**config.mk**
```make
export PLATFORM = sky130hd
export DESIGN_NAME = ddg_vec_cell
export DESIGN_NICKNAME = d
export VERILOG_FILES = /design/src/rtl/ddg_pkg.sv /design/src/rtl/ddg_vec_cell.sv
export SDC_FILE = /design/constraint.sdc
export NUM_CORES = 1
export LEC_CHECK = 0
export ABC_CLOCK_PERIOD_IN_PS = 4530
export BUFFER_PORTS_ARGS = -buffer_cell sky130_fd_sc_hd__buf_4
export CELL_PAD_IN_SITES_DETAIL_PLACEMENT = 1
export CELL_PAD_IN_SITES_GLOBAL_PLACEMENT = 1
export CORE_AREA = 2 2 236 238
export DETAILED_ROUTE_END_ITERATION = 8
export DIE_AREA = 0 0 238 240
export PLACE_DENSITY = 0.72
export SLEW_MARGIN = 20
export SYNTH_ARGS = -nofsm -noshare
export SYNTH_HDL_FRONTEND = slang
export SYNTH_SLANG_ARGS = --single-unit
```
**constraint.sdc**
```tcl
create_clock -name clk -period 4.53 [get_ports clk]
set_clock_uncertainty 0.1 [all_clocks]
set_input_delay 0 -clock clk [delete_from_list [all_inputs] [get_ports clk]]
set_output_delay 0 -clock clk [all_outputs]
set_load 0.02 [all_outputs]
```
**src/rtl/ddg_pkg.sv**
```systemverilog
// Shared types, constants and helper functions for the go-to-point controller.
package ddg_pkg;

  localparam int CORDIC_STEPS_DEF = 16;
  localparam int CfgW     = 24;
  localparam int CfgIdxW  = 3;
  localparam int VW       = 50;
  localparam int ZW       = 36;
  localparam int RW       = 34;
  localparam int DW       = 38;
  localparam int LenW     = 35;
  localparam int CmdW     = 17;
  localparam int DivSteps = 16;
  localparam int NumW     = 40;

  localparam logic signed [ZW-1:0] PI_Q30      = 36'sd3373259426;
  localparam logic signed [ZW-1:0] HALF_PI_Q30 = 36'sd1686629713;
  localparam logic signed [RW-1:0] K_Q30       = 34'sd652032874;
  localparam logic [15:0]          K_Q16       = 16'd39797;
  localparam logic signed [23:0]   PI_Q16      = 24'sd205887;
  localparam logic signed [23:0]   TWO_PI_Q16  = 24'sd411775;
  localparam logic signed [DW-1:0] SAT_LIM     = 38'sd68719476735;
  localparam logic signed [CmdW-1:0] NOT_READY_CMD = 17'sd1638;
  localparam logic signed [CmdW-1:0] CMD_MAX       = 17'sd32768;

  localparam logic [CfgW-1:0] POS_GAIN_RST  = 24'd65536;
  localparam logic [CfgW-1:0] VEL_GAIN_RST  = 24'd65536;
  localparam logic [CfgW-1:0] HEAD_GAIN_RST = 24'd65536;
  localparam logic [CfgW-1:0] WHEEL_BASE_RST = 24'd19661;
  localparam logic [CfgW-1:0] SPEED_LIM_RST = 24'd65536;

  typedef enum logic [2:0] {
    KIND_DISARMED  = 3'd0,
    KIND_NOT_READY = 3'd1,
    KIND_LANDING   = 3'd2,
    KIND_RAW       = 3'd3,
    KIND_TRACK     = 3'd4
  } ddg_kind_t;

  typedef enum logic [CfgIdxW-1:0] {
    CFG_POSITION_GAIN = 3'd0,
    CFG_VELOCITY_GAIN = 3'd1,
    CFG_HEADING_GAIN  = 3'd2,
    CFG_WHEEL_BASE    = 3'd3,
    CFG_SPEED_LIMIT   = 3'd4
  } ddg_cfg_idx_t;

  typedef struct packed {
    logic                   valid;
    logic                   track;
    logic                   zero;
    logic                   neg_e;
    logic                   neg_y;
    logic signed [CmdW-1:0] byp_r;
    logic signed [CmdW-1:0] byp_l;
    logic signed [19:0]     yaw;
    logic signed [23:0]     vx;
    logic signed [23:0]     vy;
    logic signed [19:0]     err;
    logic [LenW-1:0]        len;
  } ddg_tag_t;

  typedef struct packed {
    logic                   valid;
    logic                   track;
    logic                   zlim;
    logic                   neg_r;
    logic                   neg_l;
    logic signed [CmdW-1:0] byp_r;
    logic signed [CmdW-1:0] byp_l;
  } ddg_div_t;

  function automatic logic signed [ZW-1:0] atan_q30(input int i);
    case (i)
      0:  return 36'sd843314856;
      1:  return 36'sd497837829;
      2:  return 36'sd263043836;
      3:  return 36'sd133525158;
      4:  return 36'sd67021686;
      5:  return 36'sd33543515;
      6:  return 36'sd16775850;
      7:  return 36'sd8388437;
      8:  return 36'sd4194282;
      9:  return 36'sd2097149;
      10: return 36'sd1048575;
      11: return 36'sd524287;
      12: return 36'sd262143;
      13: return 36'sd131071;
      14: return 36'sd65535;
      15: return 36'sd32767;
      16: return 36'sd16383;
      17: return 36'sd8191;
      18: return 36'sd4095;
      19: return 36'sd2047;
      20: return 36'sd1023;
      21: return 36'sd511;
      22: return 36'sd255;
      23: return 36'sd127;
      default: return '0;
    endcase
  endfunction

  function automatic logic signed [DW-1:0] sat38(input logic signed [63:0] v);
    if (v > SAT_LIM) return SAT_LIM;
    if (v < -SAT_LIM) return -SAT_LIM;
    return v[DW-1:0];
  endfunction

  function automatic logic signed [23:0] wrap16(input logic signed [23:0] a);
    if (a > PI_Q16) return a - TWO_PI_Q16;
    if (a < -PI_Q16) return a + TWO_PI_Q16;
    return a;
  endfunction

  function automatic logic signed [ZW-1:0] fold_z(input logic signed [ZW-1:0] z);
    if (z > HALF_PI_Q30) return z - PI_Q30;
    if (z < -HALF_PI_Q30) return z + PI_Q30;
    return z;
  endfunction

  function automatic logic fold_neg(input logic signed [ZW-1:0] z);
    return (z > HALF_PI_Q30) || (z < -HALF_PI_Q30);
  endfunction

  function automatic logic signed [17:0] rnd_cs(input logic signed [RW-1:0] x, input logic neg);
    logic signed [RW-1:0] v;
    v = neg ? -x : x;
    v = v + RW'(8192);
    return v[31:14];
  endfunction

endpackage

```
**src/rtl/ddg_vec_cell.sv**
```systemverilog
// One CORDIC vectoring iteration with its pipeline register.
module ddg_vec_cell import ddg_pkg::*; #(
  parameter int Idx = 0
) (
  input  logic                 clk,
  input  logic                 rst_n,
  input  ddg_tag_t             tag_i,
  input  logic signed [VW-1:0] x_i,
  input  logic signed [VW-1:0] y_i,
  input  logic signed [ZW-1:0] z_i,
  output ddg_tag_t             tag_o,
  output logic signed [VW-1:0] x_o,
  output logic signed [VW-1:0] y_o,
  output logic signed [ZW-1:0] z_o
);

  ddg_tag_t             tag_r;
  logic signed [VW-1:0] x_r, y_r, x_nxt, y_nxt;
  logic signed [ZW-1:0] z_r, z_nxt;

  always_comb begin
    if (y_i > 0) begin
      x_nxt = x_i + (y_i >>> Idx);
      y_nxt = y_i - (x_i >>> Idx);
      z_nxt = z_i + atan_q30(Idx);
    end else begin
      x_nxt = x_i - (y_i >>> Idx);
      y_nxt = y_i + (x_i >>> Idx);
      z_nxt = z_i - atan_q30(Idx);
    end
  end

  always_ff @(posedge clk) begin
    tag_r <= tag_i;
    x_r   <= x_nxt;
    y_r   <= y_nxt;
    z_r   <= z_nxt;
    if (!rst_n) begin
      tag_r.valid <= 1'b0;
    end
  end

  assign tag_o = tag_r;
  assign x_o   = x_r;
  assign y_o   = y_r;
  assign z_o   = z_r;

endmodule

```
# Word-level counts from Yosys, hierarchy flattened
# Index checks and enable logic that the tools add are counted.
# word_totals
ff_bits	298
latchBits	0
mem_bits_rw	0
romBits	0
input_bits	300
out_inout_bits	298
wordCells	24
mem_count	0
# classes
add_sub_neg	5
mul	0
div	0
magnitude_cmp	1
n_eq_ne	0
shift	0
n_mux	3
bitwise_logic	0
reduce_logical	0
# op_table
cell	n
$mux W50	2
$sub A50 B50 Y50	2
$add A50 B50 Y50	1
$gt A50 B1 Y1 const B	1
$add A36 B31 Y36 const B	1
$mux W36	1
$sub A36 B31 Y36 const B	1

# Longest topological paths before layout
# Gate-level depths: netlist of the first run.
# depth
ltp_word	2
ltp_mapped	19

# Least setup slack after synthesis of the first run
# No wires, ideal clock.
# synth_path
path_kind	input to register
start	input y_i[37]
end	register z_r[35] (netlist: z_o[35])
setup_time_ns	0.121
arrival_ns	3.884
t_required_ns	4.309
slack_ns	0.425
cell_stages	19
path_buffers	3
path_cell_list	nor4_1 > nand4_1 > nor4_1 > or2_2 > clkbuf_1 > inv_1 > clkbuf_1 > buf_1 > fa_1 > nand3b_1 > a21boi_0 > o21ai_0 > a2111oi_0 > o21ai_0 > a31oi_1 > a31oi_1 > o21bai_1 > a21oi_1 > xnor2_1
# synth_via
elab_chain_len	2
# synth_lines
element	line	text
start, declared	ddg_vec_cell.sv:9	input logic signed [VW-1:0] y_i,
$gt A50 B1 Y1	ddg_vec_cell.sv:22	if (y_i > 0) begin
$mux W36	ddg_vec_cell.sv:22	
named net z_nxt[35]	ddg_vec_cell.sv:19	logic signed [ZW-1:0] z_r, z_nxt;
end signal, assigned	ddg_vec_cell.sv:37	z_r <= z_nxt;
end, declared	ddg_vec_cell.sv:19	
# The timed path passes the listed nets, and every way through them passes these cells.
# A chain may end at the register's enable or synchronous reset.

# Final worst setup path of the first run
# layout_path
start	input y_i[26]
end	register z_r[16] (netlist: z_o[16])
# Same word-level chain as after synthesis.

==> results.tsv, run 1 <==
metric	value	unit
hp-class	in -> reg	
ys_seq_elements	297	
wire_per_inst	27.2	um
finalCritPeriodShare	94.2	%
cp-start-kind	input pin	
drv_cap	0	
cts_tree	yes	
clk_pin_slew	0.07	ns
slew_headroom	31.4	%
tightestPinTransition	1.00	ns
cp_data_arrival_time	4.67	ns
cpPeakStageDelay	0.59	ns
crit_path_max_fanout	6	
multi_input_area	9870	sq um
dpl.cell_count	3220	
avgSynthCellArea	8.63	sq um
io_buffer_count	597	
synth_top_area_share	35.6	%
period_needed	4.27	ns
design_area	27100	sq um
antenna_found_initial	16	
cp_top_family	compound AO/OA/AOI/OAI gates	
ys.flop_type	dfxtp_1	
rsz0062_at_grt	false	
place_area	22200	sq um
vias_per_cell	5.34	
gp_congestion	0.957	
drtPass1Iterations	5	
path_buf_inv	5	
synth_top_cell_by_area	dfxtp_1	
vias	19500	
cts_buffers	37	
p_leak	12.5	nW
grt_pass1_vias	20900	
grt_max_degree	66	
wirelength	99400	um
synth-edff-count	0	
end_kind	flip-flop	
drt_iter0_markers	1315	
clockRootBuffer	clkbuf_16	
die_w	238	um
synth_area_leaders	dfxtp_1, ha_1, a21oi_1	
cts_buffer_depth	3	
htreeDepth	2	
num-fill-cells	6377	
vdd_ir_drop_max	0.306	mV
core	54700	sq um
grt_pass1_wl	141000	um
async_flop_share	0	%
syn_inst	1936	
rows	86	
drc	0	
initial_utilization	30.6	%
dieArea	57100	sq um
ant_nets	0	
timing.setup.tns	0	ns
grt.total_usage	33.3	%
overflow	0	
cts_post_setup_buffers_inserted	0	
cts.sinks	297	
io_pins	598	
num-nets-final	3401	
register_area	5950	sq um
ys_warn_count	0	
area_growth	62.2	%
instances_no_fill	3659	
p_per_area	361	nW/um^2
synthesis.nets	2419	
crit_chain	dlygate4sd3_1, buf_4, nor4_2, nand3_1, nor4_4, or2_4, inv_2, ha_1, a2111oi_1, o21ai_1, a41oi_2, buf_4, o21bai_1, a21oi_1, o21bai_1, a21oi_1, xnor2_1, dlygate4sd3_1	
setup_violations	0	
crit_type	in -> reg	
timing_hold_violations_final	0	
seq_area_frac_synth	35.6	%
maxSlewViolCount	0	
crit_path_top_delay_cell	dlygate4sd3_1	
syn_area	16700	sq um
crit_required	4.93	ns
die_h	240	um
outcome	completed	
dp_hpwl	70300	um
drive_gt1_share	25.4	%
ys_types	83	
fmax	234	MHz
==> cells in the final DEF, fill, tap and decap left out, types with 5 or more instances in the layout <==
master,n
a21o_1,46
diode_2,12
nor2b_1,16
o221ai_1,5
inv_1,161
or3_1,7
o31ai_1,11
clkinvlp_4,6
buf_4,653
clkbuf_1,7
o211ai_1,21
ha_1,179
a211oi_1,18
xor2_1,10
nand2b_1,18
and2_1,6
a31oi_1,15
a221oi_1,5
o21a_1,18
a21oi_1,251
nand3_1,30
o41ai_1,7
nand2_1,88
a21boi_0,7
and3_1,9
nor2_1,136
nor4_1,23
a2111oi_0,6
xnor2_1,118
o21bai_1,65
o21ai_1,8
nand4_1,27
clkbuf_8,5
mux2i_1,23
o21ai_0,108
nor3_1,33
clkbuf_16,38
dlygate4sd3_1,363
dfxtp_1,297
==> metrics by stage <==
stage / setup slack (ns) / utilization (%) / hold WS [ns] / power (mW)
after floorplan: 0.425 / - / -0.0723 / 4.80
after global placement: -0.466 / 40.6 / 0.00456 / 6.29
final: 0.261 / 49.6 / 0.00392 / 9.79
after CTS: 0.0245 / 49.5 / 0.00100 / 9.63
after detailed placement: -0.419 / 40.6 / 0.00543 / 6.32
after global routing: 0.00290 / 49.6 / -0.00113 / 10.1
==> report_power, final <==
part,switching [mW],internal (mW)
combinational,2.08,1.47
sequential,0.191,2.98
clock,1.32,1.75
==> registers in the layout, indices dropped and copies added (netlist names) <==
| name | flops |
|---|---|
| tag_o | 162 |
| z_o | 36 |
| y_o | 50 |
| x_o | 49 |
==> worst paths after layout <==
check / from / to / cells past startpoint
min: tag_i[11] / tag_o[11] / 2
max: y_i[26] / z_o[16] / 18
==> cell usage after synthesis, drive strengths merged (5+ instances only) <==
master	number
a2111oi	8
a211oi	20
a21boi	9
a21o	46
a21oi	253
a221oi	7
a31oi	16
and2	6
and3	9
buf	26
clkbuf	47
dfxtp	297
ha	179
inv	164
mux2i	23
nand2	88
nand2b	18
nand3	30
nand4	27
nor2	137
nor2b	16
nor3	33
nor4	27
o211ai	21
o21a	18
o21ai	117
o21bai	65
o221ai	5
o31ai	13
o41ai	9
or3	7
or4	5
xnor2	118
xor2	10
==> cells by family after synthesis <==
group / Yosys count / share of synthesized area [%]
buffers and inverters: 241 / 5.64
and+or+nand+nor: 412 / 11.8
muxes: 25 / 1.51
adders and majority gates: 183 / 13.9
AOI/OAI and AO/OA: 650 / 24.9
xor gates and xnor gates: 128 / 6.71
DFF: 297 / 35.6
==> cell type report <==
cell class,count,share of cell area [%]
tap,704,3.25
clock inverter,14,0.623
antenna,12,0.111
timing repair buffer,1016,31.5
clock buffer,50,3.86
inverter,168,2.33
sequential,297,21.9
multi-input combinational,1398,36.4
==> repair_timing <==
action                                  in CTS  in global routing
resized for setup                            0                 11
endpoints found under the hold margin      244                  0
hold buffers                               363                  0
endpoints found under the setup margin       0                 15
==> per-layer routing <==
| metal | track usage [%] | up-vias | routed length [um] |
|---|---|---|---|
| li1 | - | 8802 | - |
| met2 | 60.0 | 919 | 49700 |
| met4 | 24.1 | 8 | 7870 |
| met3 | 5.36 | 306 | 5730 |
| met5 | 0 | - | 54 |
| met1 | 35.4 | 9496 | 36100 |
(Power assumes the default switching activity.)
==> run 2, diff against run 1 <==
--- a/config.mk
+++ b/config.mk
@@ -5,14 +5,14 @@
 export SDC_FILE = /design/constraint.sdc
 export NUM_CORES = 1
 export LEC_CHECK = 0
-export ABC_CLOCK_PERIOD_IN_PS = 4530
+export ABC_CLOCK_PERIOD_IN_PS = 5200
 export BUFFER_PORTS_ARGS = -buffer_cell sky130_fd_sc_hd__buf_4
 export CELL_PAD_IN_SITES_DETAIL_PLACEMENT = 1
 export CELL_PAD_IN_SITES_GLOBAL_PLACEMENT = 1
-export CORE_AREA = 2 2 236 238
+export CORE_AREA = 2 2 230 232
 export DETAILED_ROUTE_END_ITERATION = 8
-export DIE_AREA = 0 0 238 240
-export PLACE_DENSITY = 0.72
+export DIE_AREA = 0 0 232 234
+export PLACE_DENSITY = 0.75
 export SLEW_MARGIN = 20
 export SYNTH_ARGS = -nofsm -noshare
 export SYNTH_HDL_FRONTEND = slang
==> constraint.sdc (replaced) <==
create_clock -name clk -period 5.2 [get_ports clk]
set_clock_uncertainty 0.1 [all_clocks]
set_input_delay 0 -clock clk [delete_from_list [all_inputs] [get_ports clk]]
set_output_delay 0 -clock clk [all_outputs]
set_load 0.02 [all_outputs]
==> run 2 against run 1 <==
Utilization is 1.7 points higher. Global-route usage is 0.54 points higher. Sequential share of layout area is 0.33 points higher. Die area is 5.0% lower.
==> results.tsv, run 2 (synthesis results as in run 1) <==
metric	value	unit
outcome	completed	
setup_violations	0	
die_h	234	um
rsz0062_at_grt	false	
layout_commonest_cell	buf_4	
cts_buffers	36	
cpPeakStageDelay	0.70	ns
timing_hold_violations_final	0	
place_ws	0.435	ns
drive_gt1_share	24.5	%
layout_common_cells	buf_4, dlygate4sd3_1, dfxtp_1, a21oi_1, ha_1	
path_buf_inv	6	
io_pins	598	
clk_pin_slew	0.06	ns
grt_pass1_vias	20400	
grt_pass1_wl	136000	um
htreeDepth	2	
io_buffer_count	597	
vdd_ir_drop_max	0.253	mV
met1_usage	36.7	%
largest_reg_flops	162	
ant_nets	0	
dpl.cell_count	3165	
rows	84	
cp_data_arrival_time	5.27	ns
cts_tree	yes	
crit_cells	18	
initial_utilization	32.1	%
timing.setup.tns	0	ns
grt_max_degree	66	
tightestPinTransition	0.909	ns
use_met3	6.57	%
cts_buffer_depth	3	
dp_hpwl	69800	um
area_growth	59.8	%
globalRouteMet2Util	61.5	%
wirelength	96200	um
period_needed	4.88	ns
core	52000	sq um
vias	19300	
p_total	8.46	mW
maxSlewViolCount	0	
clockRootBuffer	clkbuf_16	
crit_chain	dlygate4sd3_1, buf_4, nor4_1, buf_4, nand4_1, nor4_1, or2_4, buf_4, ha_1, a2111oi_0, nand2_1, inv_1, a31oi_1, a31oi_1, o21bai_1, a21oi_1, xnor2_1, dlygate4sd3_1	
drtPass1Iterations	6	
gp_congestion	0.993	
slew_headroom	39.4	%
antenna_found_initial	5	
crit_required	5.59	ns
cts.sinks	297	
cp_top_family	buffers and inverters	
vias_per_cell	5.36	
crit_path_top_delay_cell	a2111oi_0	
overflow	0	
drv_cap	0	
cp-start-kind	input pin	
grt.total_usage	33.9	%
timing.final.ws_setup	0.322	ns
crit_type	in -> reg	
hp-class	in -> reg	
grt-busiest-layer	met2	
crit_path_max_fanout	59	
whs_path_depth	2	
end_kind	flip-flop	
num-nets-final	3357	
wire_per_inst	26.8	um
critPathMostFrequentCell	buf_4	
p_leak	12.3	nW
instances_no_fill	3595	
p_per_area	317	nW/um^2
drc	0	
dieArea	54300	sq um
die_w	232	um
drt_iter0_markers	1287	
fmax	205	MHz
finalCritPeriodShare	93.8	%
-- run 2: path summary, 6_finish.rpt --
check | startpoint | to
max | y_i[44] | z_o[35]
min | tag_i[60] | tag_o[60]
-- run 2: report_power, final --
group | switching [mW] | internal (mW) | leakage [nW] | total (mW)
clock | 1.12 | 1.53 | 0.583 | 2.66
sequential | 0.141 | 2.59 | 2.51 | 2.73
combinational | 1.80 | 1.27 | 9.20 | 3.07
total | 3.06 | 5.39 | 12.3 | 8.46
-- run 2: routing by layer --
layer  wire (um)  vias up
met5           0        -
met4        6230        0
met3        5780      228
met2       48600      833
met1       35600     9496
li1            -     8701
-- run 2: what timing repair did --
item / in CTS / in global routing
hold endpoints to repair: 225 / 1
hold buffers: 355 / 1
endpoints found under the setup margin: 0 / 11
setup buffers: 0 / 3
resized for setup: 0 / 8
-- run 2: area by class of cell --
| cell class | instances | area [sq um] |
|---|---|---|
| fillers | 5949 | 25300 |
| multi-input cells | 1398 | 9850 |
| repair buffers | 973 | 8200 |
| flip-flops and latches | 297 | 5950 |
| clock buffers | 45 | 965 |
| well taps | 688 | 861 |
| inverters | 168 | 633 |
| clock inverters | 19 | 239 |
| diodes | 7 | 17.5 |
-- run 2: metrics by stage --
step	util [%]	hold WS, ns	cell area [sq um]
floorplan	-	-0.0723	16700
global placement	42.0	0.00452	21900
detailed placement	42.0	0.00549	21900
CTS	51.2	0.0000839	26600
global route	51.3	0.00524	26700
finish	51.3	0.0175	26700
==> run 3, diff against run 2 <==
--- a/config.mk
+++ b/config.mk
@@ -9,10 +9,10 @@
 export BUFFER_PORTS_ARGS = -buffer_cell sky130_fd_sc_hd__buf_4
 export CELL_PAD_IN_SITES_DETAIL_PLACEMENT = 1
 export CELL_PAD_IN_SITES_GLOBAL_PLACEMENT = 1
-export CORE_AREA = 2 2 230 232
+export CORE_AREA = 2 2 234 236
 export DETAILED_ROUTE_END_ITERATION = 8
-export DIE_AREA = 0 0 232 234
-export PLACE_DENSITY = 0.75
+export DIE_AREA = 0 0 236 238
+export PLACE_DENSITY = 0.73
 export SLEW_MARGIN = 20
 export SYNTH_ARGS = -nofsm -noshare
 export SYNTH_HDL_FRONTEND = slang
==> run 3 against run 2 <==
Cell count is 0.81% lower. Total power is 0.30% higher. Via count is 0.14% lower. Hold slack worse by 0.0078 ns. Utilization is 2.0 points lower. Combinational power hardly changed. Sequential cell count stayed put. Maximum frequency is 1.6% higher. Critical path depth is 1 higher. Die area is 3.5% higher. Clock power hardly changed. Non-clock buffer count is 39 lower. Critical endpoint is now z_o[26].
==> results.tsv, run 3 (synthesis results as in run 1) <==
metric	value	unit
grt_max_degree	95	
wirelength	98000	um
sw_frac_of_total	36.3	%
p_per_area	322	nW/um^2
crit_type	in -> reg	
cts_buffer_depth	3	
p_total	8.48	mW
wire_per_inst	27.5	um
die_w	236	um
drtPass1Iterations	6	
vdd_ir_drop_max	0.334	mV
cp-start-kind	input pin	
end_kind	flip-flop	
slew_headroom	27.5	%
switching_power	3.08	mW
antenna_found_initial	13	
p_leak	12.1	nW
grt_pass1_wl	141000	um
finalCritPeriodShare	92.3	%
gp_congestion	0.928	
rsz0062_at_grt	false	
die_h	238	um
p_int	5.40	mW
pwr-share-clk	31.7	%
combPwrFrac	36.0	%
timing_hold_violations_final	0	
cts_tree	yes	
grt_pass1_vias	20500	
setup_violations	0	
vias	19200	
drt_iter0_markers	1162	
period_needed	4.80	ns
maxSlewViolCount	0	
cp_data_arrival_time	5.20	ns
whs_path_depth	2	
crit_required	5.59	ns
initial_utilization	31.2	%
core	53500	sq um
layout_commonest_cell	buf_4	
overflow	0	
fmax	208	MHz
vias_per_cell	5.39	
htreeDepth	2	
tightestPinTransition	1.06	ns
outcome	completed	
dieArea	56200	sq um
io_buffer_count	597	
drive_gt1_share	25.1	%
clk_pin_slew	0.07	ns
largest_reg_flops	162	
rows	85	
fin_util	49.3	%
drv_cap	0	
crit_path_max_fanout	18	
clockRootBuffer	clkbuf_16	
cts.sinks	297	
num-nets-final	3318	
power_frac_seq	32.3	%
hp-class	in -> reg	
layout_common_cells	buf_4, dlygate4sd3_1, dfxtp_1, a21oi_1, ha_1	
timing.setup.tns	0	ns
grt.total_usage	33.7	%
area_growth	57.8	%
ant_nets	0	
cts_buffers	36	
dp_hpwl	69500	um
num-fill-cells	6152	
drc	0	
io_pins	598	
-- run 3: cell count changes in the layout (fill, tap and decap cells not counted), sizes merged --
cell         delta
diode           +1
inv             -1
dlygate4sd3    -42
buf             +3
clkinv          +1
clkbuf          +1
-- run 3: final cells by class --
type,count,area (sq um),area share (%)
Clock inverter,19,239,0.906
Sequential cell,297,5950,22.5
Tap cell,696,871,3.30
Multi-Input combinational cell,1398,9870,37.4
Clock buffer,46,988,3.75
Timing Repair Buffer,934,7810,29.6
Antenna cell,8,20.0,0.0759
Inverter,168,631,2.39
-- run 3: critical path: stages --
cell	delay, ns
dlygate4sd3_1	0.56
buf_4	0.16
nor4_2	0.33
nand3_1	0.24
nor4_2	0.41
or2_4	0.21
inv_2	0.17
ha_1	0.42
o21ai_0	0.12
o21ai_0	0.33
a41oi_2	0.23
o211a_1	0.26
a21oi_2	0.24
nand2_1	0.09
o21ai_1	0.22
nand2_1	0.12
o21ai_0	0.26
xor2_1	0.23
dlygate4sd3_1	0.59
-- run 3: per-stage QoR --
stage | instances | setup slack, ns | hold WS [ns] | cell area (sq um)
after floorplan | 1936 | 1.09 | -0.0723 | 16700
after global placement | 3178 | 0.250 | 0.00433 | 21900
after detailed placement | 3178 | 0.293 | 0.00555 | 21900
after CTS | 3557 | 0.0192 | 0.000253 | 26300
after global routing | 3566 | 0.134 | 0.00563 | 26400
final | 3566 | 0.398 | 0.00970 | 26400
-- run 3: path summary, 6_finish.rpt --
path,slack [ns],endpoint,startpoint
max,0.40,z_o[26],y_i[30]
min,0.01,tag_o[88],tag_i[88]
-- run 3: metal layers --
layer,wire [um],track usage (%),up-vias
met3,5590,5.92,277
met4,7880,23.9,6
met2,49300,60.8,841
met5,33,0,-
li1,-,-,8638
met1,35100,35.7,9470
-- run 3: power by group through the flow --
stage	Combinational, mW	Sequential, mW	Clock [mW]
global placement	2.68	2.77	0
floorplan	1.05	3.13	0
detailed placement	2.70	2.77	0
CTS	2.96	2.72	2.69
finish	3.05	2.74	2.69
global route	3.20	2.76	2.83
-- run 3: repair_timing --
| action | 4_1_cts | 5_1_grt |
|---|---|---|
| resized for setup | 0 | 9 |
| endpoints found under the hold margin | 223 | 0 |
| setup endpoints to repair | 0 | 8 |
| hold buffers | 314 | 0 |
| buffers inserted | 0 | 0 |
